--- src/hdl/lzbd_pkg.sv ---
`timescale 1ns / 1ps
`default_nettype none
// ----------------------------------------------------------------------------
// LZ back-reference decompressor package
// Field widths, token decoding constants and the check result type shared
// by the channel interfaces and the core modules.
// ----------------------------------------------------------------------------
package lzbd_pkg;

   localparam int BYTE_W = 8;
   localparam int CODE_W = 16;
   localparam int COUNT_W = 32;
   localparam int LEN_W = 5;
   localparam int DIST_W = 13;
   localparam int PTR_CALC_W = DIST_W + 1;

   localparam logic [CODE_W-1:0] LEN_MASK = 16'hF000;
   localparam logic [CODE_W-1:0] DIST_MASK = 16'h0FFF;
   localparam logic [LEN_W-1:0] LEN_BIAS = 5'd3;
   localparam logic [DIST_W-1:0] DIST_BIAS = 13'd1;
   localparam logic [COUNT_W-1:0] OUTPUT_LENGTH_RESET = 32'd1;

   localparam logic KIND_LITERAL = 1'b0;
   localparam logic KIND_BACKREF = 1'b1;

   typedef struct packed {
      logic dist_err;
      logic len_err;
      logic end_hit;
   } chk_type;

endpackage
`default_nettype wire

--- src/hdl/lzbd_check.sv ---
`timescale 1ns / 1ps
`default_nettype none
// ----------------------------------------------------------------------------
// Token check unit
// Decodes a token, checks its distance and length against the bytes written
// and the output length, and computes the first copy source address.
// ----------------------------------------------------------------------------
module lzbd_check #(
   parameter int WINDOW_SIZE = 4096
) (
   input  wire logic                              kind,
   input  wire logic [lzbd_pkg::CODE_W-1:0]       code,
   input  wire logic [lzbd_pkg::COUNT_W-1:0]      written,
   input  wire logic [lzbd_pkg::COUNT_W-1:0]      output_length,
   input  wire logic [$clog2(WINDOW_SIZE)-1:0]    wr_ptr,
   output lzbd_pkg::chk_type                      chk,
   output logic      [lzbd_pkg::LEN_W-1:0]        len,
   output logic                                   dist_one,
   output logic      [$clog2(WINDOW_SIZE)-1:0]    src_start
);

   localparam int AW = $clog2(WINDOW_SIZE);

   logic [lzbd_pkg::DIST_W-1:0]     distance;
   logic [lzbd_pkg::LEN_W-1:0]      len_eff;
   logic [lzbd_pkg::COUNT_W:0]      sum;
   logic [lzbd_pkg::COUNT_W:0]      limit;
   logic [lzbd_pkg::PTR_CALC_W-1:0] diff;
   logic [lzbd_pkg::PTR_CALC_W-1:0] wrapped;

   always_comb begin
      len = lzbd_pkg::LEN_W'((code & lzbd_pkg::LEN_MASK) >> 12) + lzbd_pkg::LEN_BIAS;
      distance = lzbd_pkg::DIST_W'(code & lzbd_pkg::DIST_MASK) + lzbd_pkg::DIST_BIAS;
      dist_one = (distance == lzbd_pkg::DIST_BIAS);
      len_eff = (kind == lzbd_pkg::KIND_BACKREF) ? len : lzbd_pkg::LEN_W'(1);

      sum = {1'b0, written} + (lzbd_pkg::COUNT_W + 1)'(len_eff);
      limit = {1'b0, output_length};
      chk.len_err = (sum > limit);
      chk.end_hit = (sum == limit);
      chk.dist_err = (kind == lzbd_pkg::KIND_BACKREF)
                     && ((lzbd_pkg::COUNT_W'(distance) > written)
                         || (distance > lzbd_pkg::DIST_W'(WINDOW_SIZE)));

      diff = lzbd_pkg::PTR_CALC_W'(wr_ptr) - lzbd_pkg::PTR_CALC_W'(distance);
      wrapped = diff[lzbd_pkg::PTR_CALC_W-1]
                ? diff + lzbd_pkg::PTR_CALC_W'(WINDOW_SIZE) : diff;
      src_start = wrapped[AW-1:0];
   end

endmodule
`default_nettype wire
--- config.mk ---
export PLATFORM = sky130hd
export DESIGN_NAME = lzbd_check
export DESIGN_NICKNAME = d
export VERILOG_FILES = /design/src/hdl/lzbd_pkg.sv /design/src/hdl/lzbd_check.sv
export SDC_FILE = /design/constraint.sdc
export NUM_CORES = 1
export LEC_CHECK = 0
export BUFFER_PORTS_ARGS = -buffer_cell sky130_fd_sc_hd__buf_2
export CORE_ASPECT_RATIO = 2
export CORE_MARGIN = 8
export CORE_UTILIZATION = 47
export DETAILED_ROUTE_END_ITERATION = 10
export GPL_TIMING_DRIVEN = 0
export PLACE_DENSITY = 0.83
export SYNTH_ARGS = -nofsm -noshare
export SYNTH_HDL_FRONTEND = slang
export SYNTH_SLANG_ARGS = --single-unit
export TNS_END_PERCENT = 30
--- constraint.sdc ---
create_clock -name vclk -period 3.6
set_input_delay 0.18 -clock vclk [all_inputs]
set_output_delay 0.18 -clock vclk [all_outputs]
set_load 0.05 [all_outputs]
==> results of run 1 <==
## stage by stage
stage / utilization (%) / area [um2] / power (W) / TNS [ns] / setup slack [ns]
floorplan: - / 2980 / 0.000431 / -1.19 / -0.681
global placement: 60.6 / 3610 / 0.000585 / -1.62 / -1.02
detailed placement: 60.6 / 3610 / 0.000602 / -1.79 / -1.10
CTS: 62.9 / 3750 / 0.000628 / -0.865 / -0.468
global route: 64.1 / 3820 / 0.000696 / -0.788 / -0.432
finish: 64.1 / 3820 / 0.000637 / -0.605 / -0.341
## final cells by class
class              count  area (um2)  area share, %
inverters             66         251           6.59
well taps             63        78.8           2.06
plain buffers          8        53.8           1.41
repair buffers       122         663           17.4
multi-input cells    337        2770           72.6
## power groups by stage
stage	combinational (W)	sequential, W	clock (W)
after detailed placement	0.000602	0	0
after global routing	0.000696	0	0
after floorplan	0.000431	0	0
after CTS	0.000628	0	0
after global placement	0.000585	0	0
final	0.000637	0	0
## cell usage in the layout, fill, tap and decap left out, types with 4 or more instances in the layout
cell type	synthesis	routed
sky130_fd_sc_hd__nand3_1	22	20
sky130_fd_sc_hd__buf_2	2	108
sky130_fd_sc_hd__nor2b_1	4	4
sky130_fd_sc_hd__a21o_1	11	11
sky130_fd_sc_hd__and3_1	11	11
sky130_fd_sc_hd__o21ai_0	16	13
sky130_fd_sc_hd__nor2_1	26	25
sky130_fd_sc_hd__inv_1	66	65
sky130_fd_sc_hd__ha_1	64	61
sky130_fd_sc_hd__nand4_1	19	19
sky130_fd_sc_hd__nand2_1	25	24
sky130_fd_sc_hd__xnor2_1	42	39
sky130_fd_sc_hd__buf_4	1	13
sky130_fd_sc_hd__a21oi_1	20	19
sky130_fd_sc_hd__nor3_1	7	6
sky130_fd_sc_hd__xor2_1	9	9
sky130_fd_sc_hd__nor4_1	6	6
sky130_fd_sc_hd__and4_1	8	8
## worst paths after layout
kind	start	end	cells after the start
min	code[15]	len[3]	3
max	code[12]	chk[1]	18
## critical path, delay by kind of cell
family / cells / cell delay (ns)
buffers and inverters: 4 / 0.47
and+or+nand+nor: 5 / 0.94
xor gates and xnor gates: 1 / 0.07
adders and majority gates: 3 / 1.02
AOI/OAI and AO/OA: 5 / 1.07
## cell families after synthesis
family	Yosys count	share of synthesized area (%)
compound gates	71	16.0
xor+xnor	52	16.1
mux	2	0.695
buf+inv	74	9.87
fa+ha+maj	66	29.2
simple gates	146	28.2
## what timing repair did
item	CTS	global route
pin swaps	18	14
buffers inserted	7	5
resized for setup	22	8
setup endpoints to repair	2	2
## per-layer routing
metal / share of wire (%) / GRT usage, %
met1: 33 / 16.7
met2: 56 / 39.2
met3: 7.5 / 4.81
met4: 3.4 / 5.93
met5: 0 / 0
==> qor.yml, run 1 <==
status: "complete, but fails checks"
violations: "setup timing"
netlist_area_um2: 2880
core_um2: 5960
power_density_of_the_placed_cells_nw_per_um2: 167
internal_power_w: 0.000244
antenna_found_initial: 0
worst_ir_drop_vdd_mv: 0.136
static_leakage_power_nw: 2.06
final.period_utilization_pct: 109
synthMostInstantiatedCell: "sky130_fd_sc_hd__inv_1"
max_slew_violation_count: 0
path_cells: "buf_8 > clkinvlp_4 > ha_4 > nor2_4 > fa_2 > a211oi_4 > o21bai_2 > and2_4 > buf_8 > nand3_2 > xnor2_1 > ha_1 > nand3_1 > or4_4 > o21ai_0 > o41ai_4 > a21oi_4 > buf_6"
hold-worst-slack_ns: 0.753
postCtsHoldBufs: 0
num_antenna_cells: 0
finish.cell_count_without_fillers: 596
synth_top_area_share_pct: 27.8
detailedRoute.firstPassIterationCount: 4
die_area_um2: 9040
class_of_the_most_critical_hold_timing_path: "input port to output pin"
clkPwrFrac_pct: 0
switching_share_pct: 61.7
worst_setup_sp_type: "input port"
syn_area_per_cell_um2: 7.00
yosysTopAreaCell: "sky130_fd_sc_hd__ha_1"
avgViaCountPerCell: 5.67
critical-path-max-stage-delay_ns: 0.57
die_h_um: 127
yosysWarnings: 0
setup_failing_eps_final: 2
layout_setup_ws_ns: -0.341
worst-slew-pin-transition_ns: 0.654
gr-usage-all-layers_pct: 19.1
seq_area_frac_synth_pct: 0
achievable-frequency_mhz: 254
initial_utilization_pct: 48.3
nFillCells: 538
grt_start_max_net_pins: 11
remaining_drc_errors: 0
postSynthCellCount: 411
first_pass_grt_wire_length_um: 14800
critPathArrivalTime_ns: 3.76
number_of_top_level_pins: 114
buffer_ports.inserted: 110
register_area_um2: 0
gpl_wtd_cong: 0.922
synthTopCellsByArea: "sky130_fd_sc_hd__ha_1 (28%), sky130_fd_sc_hd__xnor2_1 (13%), sky130_fd_sc_hd__inv_1 (8.6%)"
rsz_0062_raised_after_global_routing: "true"
timing.critical_path.mode_cell: "sky130_fd_sc_hd__buf_8"
finalWirelength_um: 9060
clock_buffer_count: 0
path_class: "input port to output pin"
timing.critical_path.fanout_max: 7
power.net_switching_w: 0.000393
detail-route-antenna-nets: 0
post_place_cells: 584
finalWorstPathRequiredPeriod_ns: 3.94
syn_to_final_growth_pct: 32.6
hold_viol: 0
slew_headroom_pct: 55.8
post_synth_num_cell_types: 53
yosys-top-cells-count: "sky130_fd_sc_hd__inv_1 (66), sky130_fd_sc_hd__ha_1 (64), sky130_fd_sc_hd__xnor2_1 (42), sky130_fd_sc_hd__nor2_1 (26), sky130_fd_sc_hd__nand2_1 (25)"
vias: 3379
std_cell_rows: 40
grt_pass1_vias: 3568
routedWlPerCell_um: 15.2
synthesis.nets: 570
flops_and_latches: 0
critPathSlowestCell: "sky130_fd_sc_hd__or4_4"
place_hpwl_um: 7920
setup.worst_path.end_class: "output pin"
sequential_share_of_power_pct: 0
initialDrtViolationCount: 85
grt.overflow.total: 0
fraction_of_final_layout_cells_with_drive_strength_greater_than_1_pct: 29.1
drv_cap: 0
worst_ep_required_time_ns: 3.42
layout.nets: 694
share_comb_of_total_power_pct: 100.0
die_w_um: 71.3
Note: power is estimated with default switching activity, not from simulation.
==> run 2: changes to the inputs <==
--- a/config.mk
+++ b/config.mk
@@ -7,11 +7,12 @@
 export LEC_CHECK = 0
 export BUFFER_PORTS_ARGS = -buffer_cell sky130_fd_sc_hd__buf_2
 export CORE_ASPECT_RATIO = 2
-export CORE_MARGIN = 8
+export CORE_MARGIN = 3
 export CORE_UTILIZATION = 47
 export DETAILED_ROUTE_END_ITERATION = 10
 export GPL_TIMING_DRIVEN = 0
 export PLACE_DENSITY = 0.83
+export RECOVER_POWER = 100
 export SYNTH_ARGS = -nofsm -noshare
 export SYNTH_HDL_FRONTEND = slang
 export SYNTH_SLANG_ARGS = --single-unit
==> constraint.sdc (replaced) <==
create_clock -name vclk -period 3.3
set_input_delay 0.165 -clock vclk [all_inputs]
set_output_delay 0.165 -clock vclk [all_outputs]
set_load 0.05 [all_outputs]
==> run 2 against run 1 <==
Against the previous run:
- the flow still finishes with violations (setup timing)
- critical path depth is 2 higher
- clock-buffer cell count did not move
- wire length is 3.3% lower
- via count hardly changed
- hold slack got worse by 0.025 ns
==> qor.yml, run 2 (same netlist as run 1, synthesis figures left out) <==
final.period_utilization_pct: 118
drv_cap: 0
die_w_um: 61.3
grt_pass1_vias: 3381
max_slew_violation_count: 0
violations: "setup timing"
num_antenna_cells: 0
number_of_top_level_pins: 114
power_density_of_the_placed_cells_nw_per_um2: 180
avgViaCountPerCell: 5.68
gpl_wtd_cong: 0.870
setup.worst_path.end_class: "output pin"
layout_setup_ws_ns: -0.603
remaining_drc_errors: 0
core_um2: 5810
grt_start_max_net_pins: 11
vias: 3376
achievable-frequency_mhz: 256
layout.nets: 694
grt.overflow.total: 0
final_core_util_pct: 66.3
register_area_um2: 0
finalWirelength_um: 8760
die_h_um: 117
finalPower_w: 0.000695
hold_viol: 0
worst_ir_drop_vdd_mv: 0.196
rsz_0062_raised_after_global_routing: "true"
final_common_cell: "sky130_fd_sc_hd__buf_2"
clock_buffer_count: 0
worst_setup_sp_type: "input port"
initialDrtViolationCount: 128
die_area_um2: 7160
initial_utilization_pct: 49.6
path_class: "input port to output pin"
timing.critical_path.from: "code[12]"
class_of_the_most_critical_hold_timing_path: "input port to output pin"
setup_failing_eps_final: 2
buffer_ports.inserted: 110
detailedRoute.firstPassIterationCount: 4
critPathSlowestCell: "sky130_fd_sc_hd__or4_4"
mostFrequentLayoutCells: "sky130_fd_sc_hd__buf_2 (90), sky130_fd_sc_hd__inv_1 (65), sky130_fd_sc_hd__ha_1 (60)"
critPathArrivalTime_ns: 3.74
finish.cell_count_without_fillers: 594
detail-route-antenna-nets: 0
std_cell_rows: 39
critical-path-max-stage-delay_ns: 0.56
hold-worst-slack_ns: 0.727
critical_path.endpoint: "chk[1]"
gr-usage-all-layers_pct: 23.4
place_area_um2: 3600
path_cells: "buf_8 > clkinvlp_4 > ha_4 > xnor2_4 > and2_4 > ha_4 > a21oi_4 > o21ai_2 > o211a_1 > buf_6 > nand3_4 > xnor2_2 > ha_1 > nand4_1 > or4_4 > nor4_4 > a22o_1 > o41ai_4 > a21oi_4 > buf_6"
worst-slew-pin-transition_ns: 0.620
routedWlPerCell_um: 14.7
static_leakage_power_nw: 2.05
slew_headroom_pct: 58.8
syn_to_final_growth_pct: 33.7
place_hpwl_um: 7460
status: "complete, but fails checks"
post_place_cells: 582
timing.critical_path.fanout_max: 7
fraction_of_final_layout_cells_with_drive_strength_greater_than_1_pct: 27.8
antenna_found_initial: 0
flops_and_latches: 0
finalWorstPathRequiredPeriod_ns: 3.90
first_pass_grt_wire_length_um: 13400
worst_ep_required_time_ns: 3.13
postLayoutCellArea_um2: 3850
-- run 2: changes by cell type in the layout (fill, tap and decap cells not counted), sizes merged --
cell / before / now
buf: 127 / 109
clkbuf: 3 / 21
-- run 2: worst min-delay path by stage --
| stage | from | endpoint | slack (ns) | cells after the start |
|---|---|---|---|---|
| finish | code[12] | len[0] | 0.73 | 3 |
| global route | code[12] | len[0] | 0.74 | 3 |
| global placement | code[15] | len[3] | 0.73 | 3 |
| CTS | code[12] | len[0] | 0.72 | 3 |
| floorplan | code[14] | len[2] | 0.45 | 1 |
| detailed placement | code[15] | len[3] | 0.74 | 3 |
-- run 2: layout make-up --
| cell class | count | area, um2 |
|---|---|---|
| buffer | 7 | 38.8 |
| fill | 530 | 1960 |
| inverter | 66 | 251 |
| multi-input combinational | 337 | 2820 |
| tap | 61 | 76.3 |
| timing repair buffer | 123 | 662 |
-- run 2: per-layer routing --
| layer | wire (um) | track usage, % | vias up |
|---|---|---|---|
| met5 | 0 | 0 | - |
| met4 | 276 | 5.81 | 0 |
| met3 | 482 | 2.10 | 22 |
| met2 | 5100 | 50.7 | 118 |
| met1 | 2900 | 20.7 | 1536 |
| li1 | - | - | 1700 |
-- run 2: per-stage QoR --
step	setup TNS [ns]	setup slack [ns]
finish	-1.11	-0.603
floorplan	-1.73	-0.951
detailed placement	-2.19	-1.28
global route	-1.51	-0.796
CTS	-1.27	-0.666
global placement	-2.13	-1.27
-- run 2: timing repair --
item | CTS | global route
pin swaps | 22 | 18
buffers inserted | 13 | 0
gates resized for setup | 28 | 13
endpoints found under the hold margin | 0 | 0
endpoints found under the setup margin | 2 | 2
hold buffers | 0 | 0
-- run 2: worst max-delay path: cells and delay by family --
family / cells / cell delay (ns)
buffers and inverters: 4 / 0.51
adder cells (fa/ha/maj): 3 / 0.77
XOR/XNOR: 2 / 0.25
AO/OA/AOI/OAI: 6 / 0.95
AND/OR/NAND/NOR: 5 / 1.10
-- run 2: power breakdown --
| part | switching, W | internal, W | total, W |
|---|---|---|---|
| sequential | 0 | 0 | 0 |
| combinational | 0.000435 | 0.000260 | 0.000695 |
| clock | 0 | 0 | 0 |
| total | 0.000435 | 0.000260 | 0.000695 |
==> run 3: changes to the inputs <==
--- a/config.mk
+++ b/config.mk
@@ -5,10 +5,10 @@
 export SDC_FILE = /design/constraint.sdc
 export NUM_CORES = 1
 export LEC_CHECK = 0
+export ABC_AREA = 1
 export BUFFER_PORTS_ARGS = -buffer_cell sky130_fd_sc_hd__buf_2
 export CORE_ASPECT_RATIO = 2
-export CORE_MARGIN = 3
-export CORE_UTILIZATION = 47
+export CORE_UTILIZATION = 48
 export DETAILED_ROUTE_END_ITERATION = 10
 export GPL_TIMING_DRIVEN = 0
 export PLACE_DENSITY = 0.83
==> run 3 against run 2 <==
Against the previous run:
- the run still ends with setup timing left
- clock-buffer cell count unchanged
- final cell count up 28%
- sequential cell count unchanged
- first-iteration DRC count up 100%
- synthesized cell count up 33%
- combinational power up 10%
- design area up 11%
- critical path type unchanged
==> qor.yml, run 3 <==
setup_tns_ns: -0.837
achievable-frequency_mhz: 263
path_cells: "buf_8 > clkinvlp_4 > ha_4 > nor2_2 > nor3_2 > ha_1 > a21oi_2 > o21ai_2 > a21oi_4 > buf_6 > nor2_2 > xor2_1 > inv_1 > ha_1 > nand2_2 > nor2_4 > buf_4 > a21oi_1 > nand2_1 > nor2_1 > nor2_1 > nor2_2 > nor2_4 > buf_8"
critical-path-max-stage-delay_ns: 0.37
flops_and_latches: 0
syn_to_final_growth_pct: 35.6
routedWlPerCell_um: 14.7
mostFrequentLayoutCells: "sky130_fd_sc_hd__inv_1 (115), sky130_fd_sc_hd__nand2_1 (110), sky130_fd_sc_hd__buf_2 (92)"
initial_utilization_pct: 50.1
worst_ir_drop_vdd_mv: 0.173
register_area_um2: 0
setup_failing_eps_final: 2
sequential_share_of_power_pct: 0
power_density_of_the_placed_cells_nw_per_um2: 179
grt_pass1_vias: 4050
post_synth_num_cell_types: 29
critPathArrivalTime_ns: 3.64
yosysWarnings: 0
layout.nets: 833
clkPwrFrac_pct: 0
internal_power_w: 0.000255
die_h_um: 117
static_leakage_power_nw: 2.39
timing.critical_path.fanout_max: 6
finalWorstPathRequiredPeriod_ns: 3.80
power.net_switching_w: 0.000510
number_of_top_level_pins: 114
final_common_cell: "sky130_fd_sc_hd__inv_1"
post_place_cells: 745
critPathSlowestCell: "sky130_fd_sc_hd__ha_1"
slew_headroom_pct: 58.8
setup.worst_path.end_class: "output pin"
postSynthCellCount: 545
die_w_um: 59.4
status: "complete, but fails checks"
final.period_utilization_pct: 115
place_hpwl_um: 8930
rsz_0062_raised_after_global_routing: "true"
share_comb_of_total_power_pct: 100.0
std_cell_rows: 41
remaining_drc_errors: 0
finalWirelength_um: 11100
path_class: "input port to output pin"
avgViaCountPerCell: 5.43
num_antenna_cells: 0
violations: "setup timing"
netlist_area_um2: 3160
hold_viol: 0
gpl_wtd_cong: 0.982
finish.cell_count_without_fillers: 758
worst_setup_sp_type: "input port"
initialDrtViolationCount: 259
yosysTopAreaCell: "sky130_fd_sc_hd__ha_1"
grt.overflow.total: 0
clock_buffer_count: 0
setup_ws_pre_cts_ns: -0.437
worst-slew-pin-transition_ns: 0.620
synth_top_area_share_pct: 25.3
synthTopCellsByArea: "sky130_fd_sc_hd__ha_1 (25%), sky130_fd_sc_hd__nand2_1 (15%), sky130_fd_sc_hd__inv_1 (14%)"
worst_ep_required_time_ns: 3.13
die_area_um2: 6930
buffer_ports.inserted: 114
syn_area_per_cell_um2: 5.80
drv_cap: 0
detailedRoute.firstPassIterationCount: 4
max_slew_violation_count: 0
synthMostInstantiatedCell: "sky130_fd_sc_hd__nand2_1"
layout_setup_ws_ns: -0.502
switching_share_pct: 66.6
grt_start_max_net_pins: 7
fraction_of_final_layout_cells_with_drive_strength_greater_than_1_pct: 26.6
synthesis.nets: 704
gr-usage-all-layers_pct: 30.2
antenna_found_initial: 0
vias: 4116
seq_area_frac_synth_pct: 0
detail-route-antenna-nets: 0
postCtsHoldBufs: 0
first_pass_grt_wire_length_um: 16400
timing.critical_path.mode_cell: "sky130_fd_sc_hd__nor2_2"
class_of_the_most_critical_hold_timing_path: "input port to output pin"
core_um2: 6310
yosys-top-cells-count: "sky130_fd_sc_hd__nand2_1 (123), sky130_fd_sc_hd__inv_1 (120), sky130_fd_sc_hd__ha_1 (64), sky130_fd_sc_hd__nor2_1 (51), sky130_fd_sc_hd__a21oi_1 (31)"
run 3: cell type report:
class,count,area [um2]
multi-input cells,424,3030
fillers,566,2020
repair buffers,127,688
inverters,121,464
well taps,86,108
run 3: final timing paths:
check             startpoint  cells past startpoint  slack (ns)      to
setup / recovery    code[12]                     24       -0.50  chk[1]
hold / removal      code[12]                      3        0.71  len[0]
run 3: worst max-delay path: cells and delay by family:
family	cells	cell delay, ns
and+or+nand+nor	10	0.93
adders and majority gates	3	0.84
buffers and inverters	6	0.64
AOI/OAI and AO/OA	4	0.91
xor gates and xnor gates	1	0.15
run 3: metal layers:
| metal | wire length [um] | up-vias | track usage, % |
|---|---|---|---|
| met3 | 725 | 52 | 4.65 |
| met2 | 6120 | 182 | 60.1 |
| li1 | - | 2021 | - |
| met5 | 0 | - | 0 |
| met4 | 881 | 0 | 21.7 |
| met1 | 3380 | 1861 | 25.0 |
run 3: logic make-up (layout without fill, tap and decap cells):
| logic type | Yosys count | in the layout | share of synthesized area, % |
|---|---|---|---|
| XOR/XNOR | 42 | 42 | 11.6 |
| adder cells (fa/ha/maj) | 66 | 66 | 26.6 |
| buffers and inverters | 121 | 248 | 14.4 |
| AO/OA/AOI/OAI | 57 | 57 | 10.1 |
| AND/OR/NAND/NOR | 259 | 259 | 37.3 |
run 3: per-stage QoR:
| stage | utilization, % | instance area, um2 | power (W) | hold WS [ns] |
|---|---|---|---|---|
| finish | 67.9 | 4290 | 0.000765 | 0.714 |
| global route | 67.9 | 4290 | 0.000837 | 0.738 |
| CTS | 64.9 | 4100 | 0.000725 | 0.716 |
| detailed placement | 62.0 | 3910 | 0.000689 | 0.772 |
| global placement | 62.0 | 3910 | 0.000668 | 0.766 |
| floorplan | - | 3230 | 0.000486 | 0.517 |
run 3: power groups by stage:
stage | registers, W | logic (W) | clock network (W)
3_3_place_gp | 0 | 0.000668 | 0
3_5_place_dp | 0 | 0.000689 | 0
6_report | 0 | 0.000765 | 0
2_1_floorplan | 0 | 0.000486 | 0
4_1_cts | 0 | 0.000725 | 0
5_1_grt | 0 | 0.000837 | 0
run 3: timing repair:
| action | 4_1_cts | 5_1_grt |
|---|---|---|
| gates resized for setup | 30 | 37 |
| pin swaps | 17 | 20 |
| gates cloned | 0 | 0 |
| buffers inserted | 7 | 6 |
| endpoints found under the setup margin | 2 | 2 |
